<file path="src/sv/assert_macros.svh">
// Assertion macros shared by the parser modules.
// No dependencies.
`ifndef ASSERT_MACROS_SVH
`define ASSERT_MACROS_SVH

// Assert a property under synchronous reset.
`define CHK(label, prop, msg) \
  label: assert property (@(posedge clk) disable iff (rst) prop) else $error(msg);

// Assert an expression that holds at every edge out of reset.
`define CHK_INV(label, expr, msg) \
  label: assert property (@(posedge clk) disable iff (rst) (expr)) else $error(msg);

`endif

</file>
<file path="src/sv/drp_pkg.sv">
// Types and constants for the DNS response parser.
// No dependencies.
`default_nettype none
package drp_pkg;
  localparam int MaxPacketBytes = 512;
  localparam int OffW = $clog2(MaxPacketBytes + 1);
  localparam int QDepth = 4;

  localparam logic [3:0] PH_HEADER = 4'd0;
  localparam logic [3:0] PH_QNAME  = 4'd1;
  localparam logic [3:0] PH_QFIXED = 4'd2;
  localparam logic [3:0] PH_ALEN   = 4'd3;
  localparam logic [3:0] PH_ASKIP  = 4'd4;
  localparam logic [3:0] PH_APTR   = 4'd5;
  localparam logic [3:0] PH_AFIXED = 4'd6;
  localparam logic [3:0] PH_RDATA  = 4'd7;
  localparam logic [3:0] PH_DONE   = 4'd8;
  localparam logic [3:0] PH_DRAIN  = 4'd9;

  localparam logic [3:0] ST_OK      = 4'd0;
  localparam logic [3:0] ST_SHORT   = 4'd1;
  localparam logic [3:0] ST_ID      = 4'd2;
  localparam logic [3:0] ST_RCODE   = 4'd3;
  localparam logic [3:0] ST_QCOUNT  = 4'd4;
  localparam logic [3:0] ST_QNAME   = 4'd5;
  localparam logic [3:0] ST_CLASS   = 4'd6;
  localparam logic [3:0] ST_TYPE    = 4'd7;
  localparam logic [3:0] ST_COUNT   = 4'd8;
  localparam logic [3:0] ST_TRUNC   = 4'd9;

  localparam logic [1:0] REG_ID    = 2'd0;
  localparam logic [1:0] REG_TYPE  = 2'd1;
  localparam logic [1:0] REG_MAXAN = 2'd2;

  localparam logic [15:0] TYPE_A   = 16'd1;
  localparam logic [15:0] TYPE_MX  = 16'd15;
  localparam logic [15:0] CLASS_IN = 16'd1;

  // Raw answer or status word passed from front to back.
  typedef struct packed {
    logic        is_status;
    logic [3:0]  status;
    logic [15:0] rtype;
    logic [31:0] ttl;
    logic [31:0] ip;
    logic [15:0] prio;
    logic [15:0] rdlen;
    logic [8:0]  pos;
  } rec_t;

  typedef struct packed {
    logic        is_status;
    logic [15:0] record_type;
    logic [31:0] time_to_live;
    logic [31:0] ipv4_address;
    logic [15:0] mx_priority;
    logic [8:0]  rdata_offset;
    logic [15:0] rdata_length;
    logic [3:0]  status;
    logic        last;
  } res_t;
endpackage
`default_nettype wire

</file>
<file path="src/sv/drp_front.sv">
// Byte parser front end: walks the datagram and emits raw records.
// Depends on drp_pkg.
`default_nettype none
module drp_front import drp_pkg::*; (
  input  wire logic        clk,
  input  wire logic        rst,
  input  wire logic        take,
  input  wire logic [7:0]  data_byte,
  input  wire logic        end_of_packet,
  input  wire logic [15:0] expected_id,
  input  wire logic [15:0] expected_type,
  input  wire logic [15:0] max_answers,
  output logic             rec_valid,
  output rec_t             rec_a,
  output logic             sts_valid,
  output rec_t             rec_s
);
  logic [OffW-1:0] byte_offset;
  logic [3:0]  parse_phase;
  logic [31:0] field_shift;
  logic [15:0] skip_count, answers_left, cur_type, cur_rdlen, cur_prio;
  logic [3:0]  error_code;
  logic [31:0] cur_ttl, cur_ip;

  logic [OffW-1:0] off_n;
  logic [3:0]  ph_n, err_n, st;
  logic [31:0] fs_n, ttl_n, ip_n;
  logic [15:0] sk_n, al_n, ty_n, rl_n, pr_n, idx;
  logic        emit, inrange;
  logic [31:0] sh;

  always_comb begin
    off_n = byte_offset; ph_n = parse_phase; fs_n = field_shift; sk_n = skip_count;
    al_n = answers_left; err_n = error_code; ty_n = cur_type; ttl_n = cur_ttl;
    rl_n = cur_rdlen; pr_n = cur_prio; ip_n = cur_ip; emit = 1'b0;
    inrange = byte_offset < OffW'(MaxPacketBytes);
    sh = {field_shift[23:0], data_byte};
    idx = cur_rdlen - skip_count;
    if (inrange) begin
      off_n = byte_offset + 1'b1;
      case (parse_phase)
        PH_HEADER: begin
          fs_n = sh;
          if (byte_offset == 1 && sh[15:0] != expected_id) begin
            err_n = ST_ID; ph_n = PH_DRAIN;
          end else if (byte_offset == 3 && data_byte[3:0] != 4'd0) begin
            err_n = ST_RCODE; ph_n = PH_DRAIN;
          end else if (byte_offset == 5 && sh[15:0] != 16'd1) begin
            err_n = ST_QCOUNT; ph_n = PH_DRAIN;
          end else if (byte_offset == 7) begin
            al_n = sh[15:0];
          end else if (byte_offset == 11) begin
            ph_n = PH_QNAME;
          end
        end
        PH_QNAME: begin
          if (data_byte == 8'd0) begin
            ph_n = PH_QFIXED; sk_n = '0; fs_n = '0;
          end
        end
        PH_QFIXED: begin
          fs_n = sh; sk_n = skip_count + 1'b1;
          if (sk_n == 16'd4) begin
            sk_n = '0;
            if (sh[15:0] != CLASS_IN) begin
              err_n = ST_CLASS; ph_n = PH_DRAIN;
            end else if (sh[31:16] != expected_type) begin
              err_n = ST_TYPE; ph_n = PH_DRAIN;
            end else if (answers_left > max_answers) begin
              err_n = ST_COUNT; ph_n = PH_DRAIN;
            end else if (answers_left == 16'd0) begin
              ph_n = PH_DONE;
            end else begin
              ph_n = PH_ALEN;
            end
          end
        end
        PH_ALEN: begin
          if (data_byte == 8'd0) begin
            ph_n = PH_AFIXED; sk_n = '0;
          end else if (data_byte[7:6] == 2'b11) begin
            ph_n = PH_APTR;
          end else begin
            sk_n = {8'd0, data_byte}; ph_n = PH_ASKIP;
          end
        end
        PH_ASKIP: begin
          sk_n = skip_count - 1'b1;
          if (sk_n == 16'd0) ph_n = PH_ALEN;
        end
        PH_APTR: begin
          ph_n = PH_AFIXED; sk_n = '0;
        end
        PH_AFIXED: begin
          fs_n = sh; sk_n = skip_count + 1'b1;
          if (skip_count == 16'd1) ty_n = sh[15:0];
          else if (skip_count == 16'd7) ttl_n = sh;
          else if (skip_count == 16'd9) begin
            rl_n = sh[15:0]; ip_n = '0; pr_n = '0;
            if (sh[15:0] == 16'd0) emit = 1'b1;
            else begin
              sk_n = sh[15:0]; ph_n = PH_RDATA;
            end
          end
        end
        PH_RDATA: begin
          if (idx < 16'd4) ip_n = {cur_ip[23:0], data_byte};
          if (idx < 16'd2) pr_n = {cur_prio[7:0], data_byte};
          sk_n = skip_count - 1'b1;
          if (sk_n == 16'd0) emit = 1'b1;
        end
        default: ;
      endcase
      if (emit) begin
        al_n = answers_left - 1'b1;
        ph_n = (al_n == 16'd0) ? PH_DONE : PH_ALEN;
        sk_n = '0;
      end
    end
    if (off_n < OffW'(12))           st = ST_SHORT;
    else if (err_n != ST_OK)         st = err_n;
    else if (ph_n == PH_DONE)        st = ST_OK;
    else if (ph_n == PH_QNAME)       st = ST_QNAME;
    else if (ph_n == PH_HEADER)      st = ST_SHORT;
    else                             st = ST_TRUNC;
  end

  always_comb begin
    rec_a = '0;
    rec_a.rtype = ty_n; rec_a.ttl = ttl_n; rec_a.ip = ip_n;
    rec_a.prio = pr_n; rec_a.rdlen = rl_n; rec_a.pos = byte_offset[8:0];
    rec_s = '0;
    rec_s.is_status = 1'b1; rec_s.status = st;
  end
  assign rec_valid = take && emit;
  assign sts_valid = take && end_of_packet;

  always_ff @(posedge clk) begin
    if (rst || (take && end_of_packet)) begin
      byte_offset <= '0; parse_phase <= PH_HEADER; field_shift <= '0;
      skip_count <= '0; answers_left <= '0; error_code <= '0; cur_type <= '0;
      cur_ttl <= '0; cur_rdlen <= '0; cur_prio <= '0; cur_ip <= '0;
    end else if (take) begin
      byte_offset <= off_n; parse_phase <= ph_n; field_shift <= fs_n;
      skip_count <= sk_n; answers_left <= al_n; error_code <= err_n;
      cur_type <= ty_n; cur_ttl <= ttl_n; cur_rdlen <= rl_n;
      cur_prio <= pr_n; cur_ip <= ip_n;
    end
  end

`include "assert_macros.svh"
  `CHK(a_drain_err, (parse_phase == PH_DRAIN) |-> (error_code != ST_OK), "drain without error")
  `CHK(a_emit_phase, rec_valid |-> (parse_phase == PH_AFIXED || parse_phase == PH_RDATA), "bad emit")
  `CHK_INV(a_off_max, byte_offset <= OffW'(MaxPacketBytes), "offset overrun")
endmodule
`default_nettype wire

</file>
<file path="src/sv/drp_back.sv">
// Record queue and result formatter: buffers raw records, shapes result words.
// Depends on drp_pkg.
`default_nettype none
module drp_back import drp_pkg::*; (
  input  wire logic clk,
  input  wire logic rst,
  input  wire logic wr_a,
  input  rec_t      din_a,
  input  wire logic wr_s,
  input  rec_t      din_s,
  output logic      room,
  output logic      nonempty,
  input  wire logic rd,
  output res_t      dout
);
  localparam int AW = $clog2(QDepth);
  rec_t mem [QDepth];
  logic [AW-1:0] wp, rp;
  logic [AW:0] cnt;
  rec_t h;
  logic [15:0] st;
  logic isa, ismx, mxok;

  assign room = cnt <= (AW+1)'(QDepth - 2);
  assign nonempty = cnt != '0;

  always_ff @(posedge clk) begin
    if (wr_a && wr_s) begin
      mem[wp] <= din_a; mem[wp + 1'b1] <= din_s;
    end else if (wr_a) mem[wp] <= din_a;
    else if (wr_s) mem[wp] <= din_s;
  end

  always_ff @(posedge clk) begin
    if (rst) begin
      wp <= '0; rp <= '0; cnt <= '0;
    end else begin
      wp <= wp + AW'({1'b0, wr_a} + {1'b0, wr_s});
      if (rd && nonempty) rp <= rp + 1'b1;
      cnt <= cnt + (AW+1)'({1'b0, wr_a} + {1'b0, wr_s}) - (AW+1)'(rd && nonempty);
    end
  end

  always_comb begin
    h = mem[rp];
    isa = h.rtype == TYPE_A && h.rdlen >= 16'd4;
    ismx = h.rtype == TYPE_MX;
    mxok = ismx && h.rdlen >= 16'd2;
    st = 16'(h.pos) + 16'd1 - h.rdlen + (mxok ? 16'd2 : 16'd0);
    dout = '0;
    if (h.is_status) begin
      dout.is_status = 1'b1; dout.status = h.status; dout.last = 1'b1;
    end else begin
      dout.record_type = h.rtype; dout.time_to_live = h.ttl;
      dout.ipv4_address = isa ? h.ip : 32'd0;
      dout.mx_priority = mxok ? h.prio : 16'd0;
      dout.rdata_offset = st[8:0];
      dout.rdata_length = ismx ? (mxok ? h.rdlen - 16'd2 : 16'd0) : h.rdlen;
    end
  end

`include "assert_macros.svh"
  `CHK(a_no_over, (wr_a || wr_s) |-> (cnt <= (AW+1)'(QDepth - 2)), "queue overflow")
  `CHK_INV(a_cnt_rng, cnt <= (AW+1)'(QDepth), "count out of range")
  `CHK(a_status_last, (nonempty && h.is_status) |-> dout.last, "status without last")
endmodule
`default_nettype wire

</file>
<file path="src/sv/dns_response_parser_core.sv">
// Channel    | handshake        | payload
// input      | push / full      | data_byte, end_of_packet
// result     | empty / pop      | is_status .. last
// config     | cfg_valid/ready  | cfg_index, cfg_data
// One byte per cycle while full is low; the front parser decides each byte combinationally.
// Results are registered in the record queue and reach the ports from its head.
// full rises when the four-entry record queue has under two free slots.
// Synchronous reset clears parser state and queue and sets config registers to defaults; no clearing pass.
// Top level of the DNS response parser; depends on drp_pkg, drp_front, drp_back.
`default_nettype none
module dns_response_parser_core import drp_pkg::*; (
  input  wire logic        clk,
  input  wire logic        rst,
  input  wire logic        push,
  output logic             full,
  input  wire logic [7:0]  data_byte,
  input  wire logic        end_of_packet,
  output logic             empty,
  input  wire logic        pop,
  output logic             is_status,
  output logic [15:0]      record_type,
  output logic [31:0]      time_to_live,
  output logic [31:0]      ipv4_address,
  output logic [15:0]      mx_priority,
  output logic [8:0]       rdata_offset,
  output logic [15:0]      rdata_length,
  output logic [3:0]       status,
  output logic             last,
  input  wire logic        cfg_valid,
  output logic             cfg_ready,
  input  wire logic [1:0]  cfg_index,
  input  wire logic [15:0] cfg_data
);
  logic [15:0] expected_id, expected_type, max_answers;
  logic take, ra_v, rs_v, room, nonempty;
  rec_t ra, rs;
  res_t res;

  assign cfg_ready = 1'b1;
  always_ff @(posedge clk) begin
    if (rst) begin
      expected_id <= '0; expected_type <= 16'd1; max_answers <= 16'd20;
    end else if (cfg_valid) begin
      case (cfg_index)
        REG_ID:    expected_id <= cfg_data;
        REG_TYPE:  expected_type <= cfg_data;
        REG_MAXAN: max_answers <= cfg_data;
        default: ;
      endcase
    end
  end

  assign full = !room;
  assign take = push && room;
  assign empty = !nonempty;

  drp_front u_front (
    .clk, .rst, .take, .data_byte, .end_of_packet, .expected_id, .expected_type,
    .max_answers, .rec_valid(ra_v), .rec_a(ra), .sts_valid(rs_v), .rec_s(rs)
  );

  drp_back u_back (
    .clk, .rst, .wr_a(ra_v), .din_a(ra), .wr_s(rs_v), .din_s(rs), .room,
    .nonempty, .rd(pop), .dout(res)
  );

  assign is_status = res.is_status;
  assign record_type = res.record_type;
  assign time_to_live = res.time_to_live;
  assign ipv4_address = res.ipv4_address;
  assign mx_priority = res.mx_priority;
  assign rdata_offset = res.rdata_offset;
  assign rdata_length = res.rdata_length;
  assign status = res.status;
  assign last = res.last;
endmodule
`default_nettype wire
</file>
<file path="config.mk">
export PLATFORM = sky130hd
export DESIGN_NAME = dns_response_parser_core
export DESIGN_NICKNAME = d
export VERILOG_FILES = /design/src/sv/drp_pkg.sv /design/src/sv/drp_front.sv /design/src/sv/drp_back.sv /design/src/sv/dns_response_parser_core.sv
export VERILOG_INCLUDE_DIRS = /design/src /design/src/sv
export SDC_FILE = /design/constraint.sdc
export NUM_CORES = 2
export LEC_CHECK = 0
export BUFFER_PORTS_ARGS = -buffer_cell sky130_fd_sc_hd__buf_2
export CORE_MARGIN = 1.5
export CORE_UTILIZATION = 40
export CTS_CLUSTER_SIZE = 40
export DETAILED_ROUTE_END_ITERATION = 16
export PLACE_DENSITY = 0.52
export SLEW_MARGIN = 20
export SYNTH_ARGS = -nofsm -noshare
export SYNTH_HDL_FRONTEND = slang
export SYNTH_SLANG_ARGS = --single-unit
</file>
<file path="constraint.sdc">
create_clock -name clk -period 7.4 [get_ports clk]
set_clock_uncertainty 0.1 [all_clocks]
set_input_delay 0.74 -clock clk [delete_from_list [all_inputs] [get_ports clk]]
set_output_delay 0.74 -clock clk [all_outputs]
set_load 0.05 [all_outputs]
</file>
Word level (Yosys, flattened, before mapping)
Memory sizes are Yosys's and may differ from the RTL's. A register that Yosys moved wholly into a read port is not among the register bits.
Cells that the tools add are included.

word-level totals
  RAM bits = 504
  bits in registers = 241
  output and inout bits = 130
  input bits = 32
  memories kept = 1
  latch bits = 0
  bits in read-only memories = 0
  word-level logic and storage cells = 220

memory list
  name        depth  width  read ports  clocked after memory_dff  wr ports  RTL line        source
  u_back.mem  4      126    1           1                         2         drp_back.sv:17  rec_t mem [QDepth];

operators by class
  $add $sub $neg = 16
  multiplexer cells = 108
  div/mod/pow operators = 0
  shift operators = 0
  reductions and logical operators = 36
  magnitude comparators = 8
  multipliers = 0
  eq/ne operators = 32
  bitwise logic cells = 2

operators by type and width
  cell                                                                number
  two-way mux 16 bit                                                  31
  two-way mux 32 bit                                                  10
  two-way mux 126 bit                                                 2
  two-way mux 4 bit                                                   33
  two-way mux 121 bit                                                 1
  one-hot mux 16 bit (6 select lines)                                 1
  logical NOT 16 bit                                                  4
  one-hot mux 32 bit (2 select lines)                                 1
  one-hot mux 24 bit (2 select lines)                                 1
  == test 16 x 1 -> 1 bit, second input constant                      2
  == test 16 x 3 -> 1 bit, second input constant                      2
  == test 16 x 4 -> 1 bit, second input constant                      2
  != test 16 bit                                                      2
  one-hot mux 16 bit (2 select lines)                                 1
  subtractor 16 x 1 -> 16 bit, second input constant                  2
  one-hot mux 4 bit (7 select lines)                                  1
  two-way mux 24 bit                                                  1
  == test 10 x 3 -> 1 bit, second input constant                      2
  two-way mux 1 bit                                                   18
  adder 16 x 1 -> 16 bit, second input constant                       1
  == test 4 x 3 -> 1 bit, second input constant                       4
  greater-or-equal comparator 16 x 2 -> 1 bit, second input constant  1
  greater-or-equal comparator 16 x 3 -> 1 bit, second input constant  1
  greater-than comparator 16 bit                                      1
  other kinds (51)                                                    77

Depth between registers and ports, before layout
  depth in word-level cells = 16
  mapped depth = 22

Hierarchy
From an unflattened synthesis, not the netlist that was laid out.

second synthesis, totals
  cells, all modules = 3338
  area, all modules = 41064.4 um^2

by module, submodules not included
  module                    area an instance (um^2)  cells each  instances  seq. area each (um^2)
  drp_back                  26172.6                  1526        1          15314.7
  drp_front                 12916.1                  1627        1          3723.6
  dns_response_parser_core  1975.6                   185         1          960.9

Worst setup path after synthesis
No wires, ideal clock.

  kind = reg2out
  from = register (tool-made name)
  to = output rdata_offset[8]
  path slack = 1.718 ns
  cell stages (with the launch flop) = 19
  buffers on the path = 6
  arrival = 4.842 ns
  data required time = 6.560 ns
  path through = dfxtp_1 > buf_4 > buf_6 > buf_6 > buf_4 > buf_1 > buf_1 > mux4_2 > ha_1 > ha_1 > nor2b_1 > o21ai_0 > nand2b_1 > a21o_1 > a21o_1 > a21o_1 > a21oi_1 > xnor2_1 > nor2_1

RTL lines
  what              RTL line                        source
  end: declaration  dns_response_parser_core.sv:25  output logic [8:0] rdata_offset,

==> impl_metrics.csv <==
group,metric,value,unit
routing,drt_iter0_markers,2434,
cts,clock_sink_count,747,
routing,postRouteWirelength,116000,µm
worst_setup_path,slowest_delay,740,ps
placement,buffer_ports.inserted,160,
routing,via_per_inst,5.91,
worst_setup_path,critical_path_class,"flip-flop to output pin",
sta,clock.fmax,155,MHz
cts,root_buffer,"clkbuf_16",
die,placement_rows,108,
sta,post_route_setup_tns,0,ps
cts,cts.htree.levels,3,
worst_setup_path,cpLargestDelayFamily,"compound AO/OA/AOI/OAI gates",
synth,synth_cells,3720,
synth,most_common_cell_in_the_synthesized_netlist,"dfxtp_1",
global_route,number_of_global_route_vias_before_repair,28400,
synth,synth_enable_flop_cells,16,
outcome,outcome,"complete, no violations",
worst_setup_path,worst_setup_end_kind,"output pin",
finish,finish.net_count,3818,
sta,finalMaxSlewViolations,0,
worst_setup_path,critical_path_required,6560,ps
die,die_h,299,µm
synth,yosys.area.top_type,"dfxtp_1",
die,floorplan_die_area,89100,µm²
sta,worst-slew-pin-transition,1120,ps
synth,syn_area,34900,µm²
finish,flow.area_growth_from_synthesis,13.4,%
global_route,grt_util_all_layers,25.3,%
routing,drt_first_pass_iters,5,
sta,slew_headroom,24.5,%
routing,detail-route-antenna-nets,0,
worst_setup_path,worst_path_cell_with_the_longest_stage_delay,"dfxtp_4",
placement,gp_congestion,0.861,
synth,syn_area_per_cell,9.39,µm²
finish,multi_input_area,18400,µm²
routing,avgRoutedWirePerCell,23.5,µm
hold_path,hold_path_class,"input port to flip-flop",
synth,yosysTopAreaCellShare,41.9,%
placement,place.detailed.hpwl,70400,µm
worst_setup_path,worstPathMaxFanout,30,
finish,layout_fillers,8343,
synth,yosysUniqueCellTypes,89,
routing,via_count,29200,
die,core-area,86600,µm²
power,power.density,263,nW/µm²
cts,cts_setup_buffers,0,
worst_setup_path,critPathLaunchType,"flip-flop",
synth,async_flop_share,0,%
power,irDropWorstVdd,0.222,mV
sta,hold_violations,0,
synth,synthesis.nets,3818,
cts,tritoncts,"yes",
sta,rsz0062_at_grt,"no",
synth,synth_seq_cells,747,
cts,cts.reportedPaths.clkPinSlew,60,ps
cts,ctsResizeCount,0,
cts,total_clock_buffers_created_by_cts,85,
worst_setup_path,critical_path_cell_by_cell,"buf_4, mux4_2, inv_1, nand3_1, nor3_1, nand2_1, a211o_1, and2_1, inv_1, ha_1, inv_1, ha_1, nor2b_1, o21ai_0, nand2b_1, a21o_1, a21o_1, a21o_1, a21oi_1, xnor2_1, nor2_1, buf_2",
sta,finalWorstPathRequiredPeriod,6440,ps
finish,antenna_cells,0,
cts,cts_hold_buf,0,
sta,setup_viol_count_final,0,
global_route,residual_overflow_from_global_routing,0,
power,total_leakage_power,15.2,nW
die,die_w,299,µm
routing,total_drc_errors_in_the_routed_layout,0,
worst_setup_path,worstPathArrival,5600,ps
cts,clk_path_buf_depth,3,
cts,clk-insertion-delay-late,650,ps
finish,drive_above_1_share,14.9,%
global_route,first_pass_grt_wire_length,178000,µm
sta,final_min_period_over_clock_period,87.0,%
run,drv_cap,0,
synth,ys_top_cells_by_count,"dfxtp_1 (731), nand2_1 (448), a22o_1 (335), clkbuf_1 (252), o21ai_0 (249)",
die,effective_utilization_at_floorplan,40.3,%
worst_setup_path,crit_path_buf_inv_count,5,
synth,yosysWarningCount,0,
synth,synth.area.top_cells,"dfxtp_1 (42%), a22o_1 (8.4%), mux4_2 (8.1%)",
synth,synth_top_flop_cell,"dfxtp_1",
global_route,grt_max_degree,83,
global_route,grt_antenna_before_repair,1,
die,ios,162,
synth,yosysSeqAreaShare,43.3,%
finish,utilization,45.8,%
finish,seqCellArea,15100,µm²
worst paths after layout:
kind                    startpoint            endpoint  slack, ps  cells past startpoint
max                      flip-flop     rdata_offset[8]        960                     22
min                    cfg_data[4]      max_answers[4]        250                      2
max reg2reg  u_front.skip_count[1]   u_back.mem[2][53]       1860                     14
min reg2reg     u_back.mem[2][125]  u_back.mem[2][125]        350                      2
layout make-up:
type / instances / area share (%)
clock buffers: 116 / 6.12
clock inverters: 40 / 1.40
repair buffers: 232 / 3.50
multi-input cells: 2573 / 46.4
inverters: 81 / 0.767
well taps: 1155 / 3.65
flip-flops and latches: 747 / 38.2
metrics by stage:
step                hold slack [ps]  cell area (µm²)  power [mW]  setup slack (ps)  std cells
floorplan                       318            34900        5.49              1720       3720
global placement                331            36600        6.03              1520       4787
detailed placement              340            36600        6.04              1550       4788
CTS                             216            39600        10.5               845       4944
global route                    243            39600        10.8               466       4944
finish                          246            39600        10.4               964       4944
layer usage:
layer / up-vias / wire (µm) / global-route usage, %
li1: 13700 / - / -
met1: 14600 / 54800 / 36.7
met2: 798 / 52700 / 39.9
met3: 130 / 6650 / 3.54
met4: 0 / 1900 / 5.55
met5: - / 0 / 0
sequential cells by signal, summed over array words and instances, names as in the netlist, 24 cells and up, named ones only:
register / cells
u_front.field_shift: 24
u_front.cur_ttl: 32
u_back.mem: 504
u_front.cur_ip: 32
cell usage in the layout, fill, tap and decap left out, types with 11 or more instances in the layout:
master,n
a22oi_1,136
nand2b_1,37
clkbuf_8,18
nor3_1,37
nand3_1,69
bufinv_16,11
a21oi_1,232
nand2_1,447
xnor2_1,60
and3_1,42
o21ai_0,249
nor2_1,192
nor4_1,38
and2_1,13
dfxtp_1,729
o211ai_1,13
ha_1,61
clkbuf_1,13
a21o_1,20
a221o_1,11
buf_4,69
nor2b_1,85
edfxtp_1,16
a32oi_1,51
or3_1,16
inv_1,80
clkinv_2,18
mux2i_1,56
xor2_1,35
buf_2,160
a211oi_1,17
nand4_1,21
mux4_2,125
a22o_1,335
clkbuf_16,85
where the power goes:
group          total (mW)  internal, mW  leakage [nW]  switching (mW)
registers            4.22          4.10          6.05           0.123
logic                1.72         0.528          7.69            1.19
clock network        4.48          2.69          1.47            1.78
cell families after synthesis:
family / count (synthesis) / share of synthesized area [%]
DFF: 747 / 43.3
and+or+nand+nor: 1076 / 14.7
xor gates and xnor gates: 95 / 2.38
buffers and inverters: 400 / 4.52
adders and majority gates: 66 / 2.45
muxes: 183 / 9.73
other: 1 / 0.0107
AOI/OAI and AO/OA: 1152 / 23.0
No activity file was read; power rests on OpenSTA's default activity.
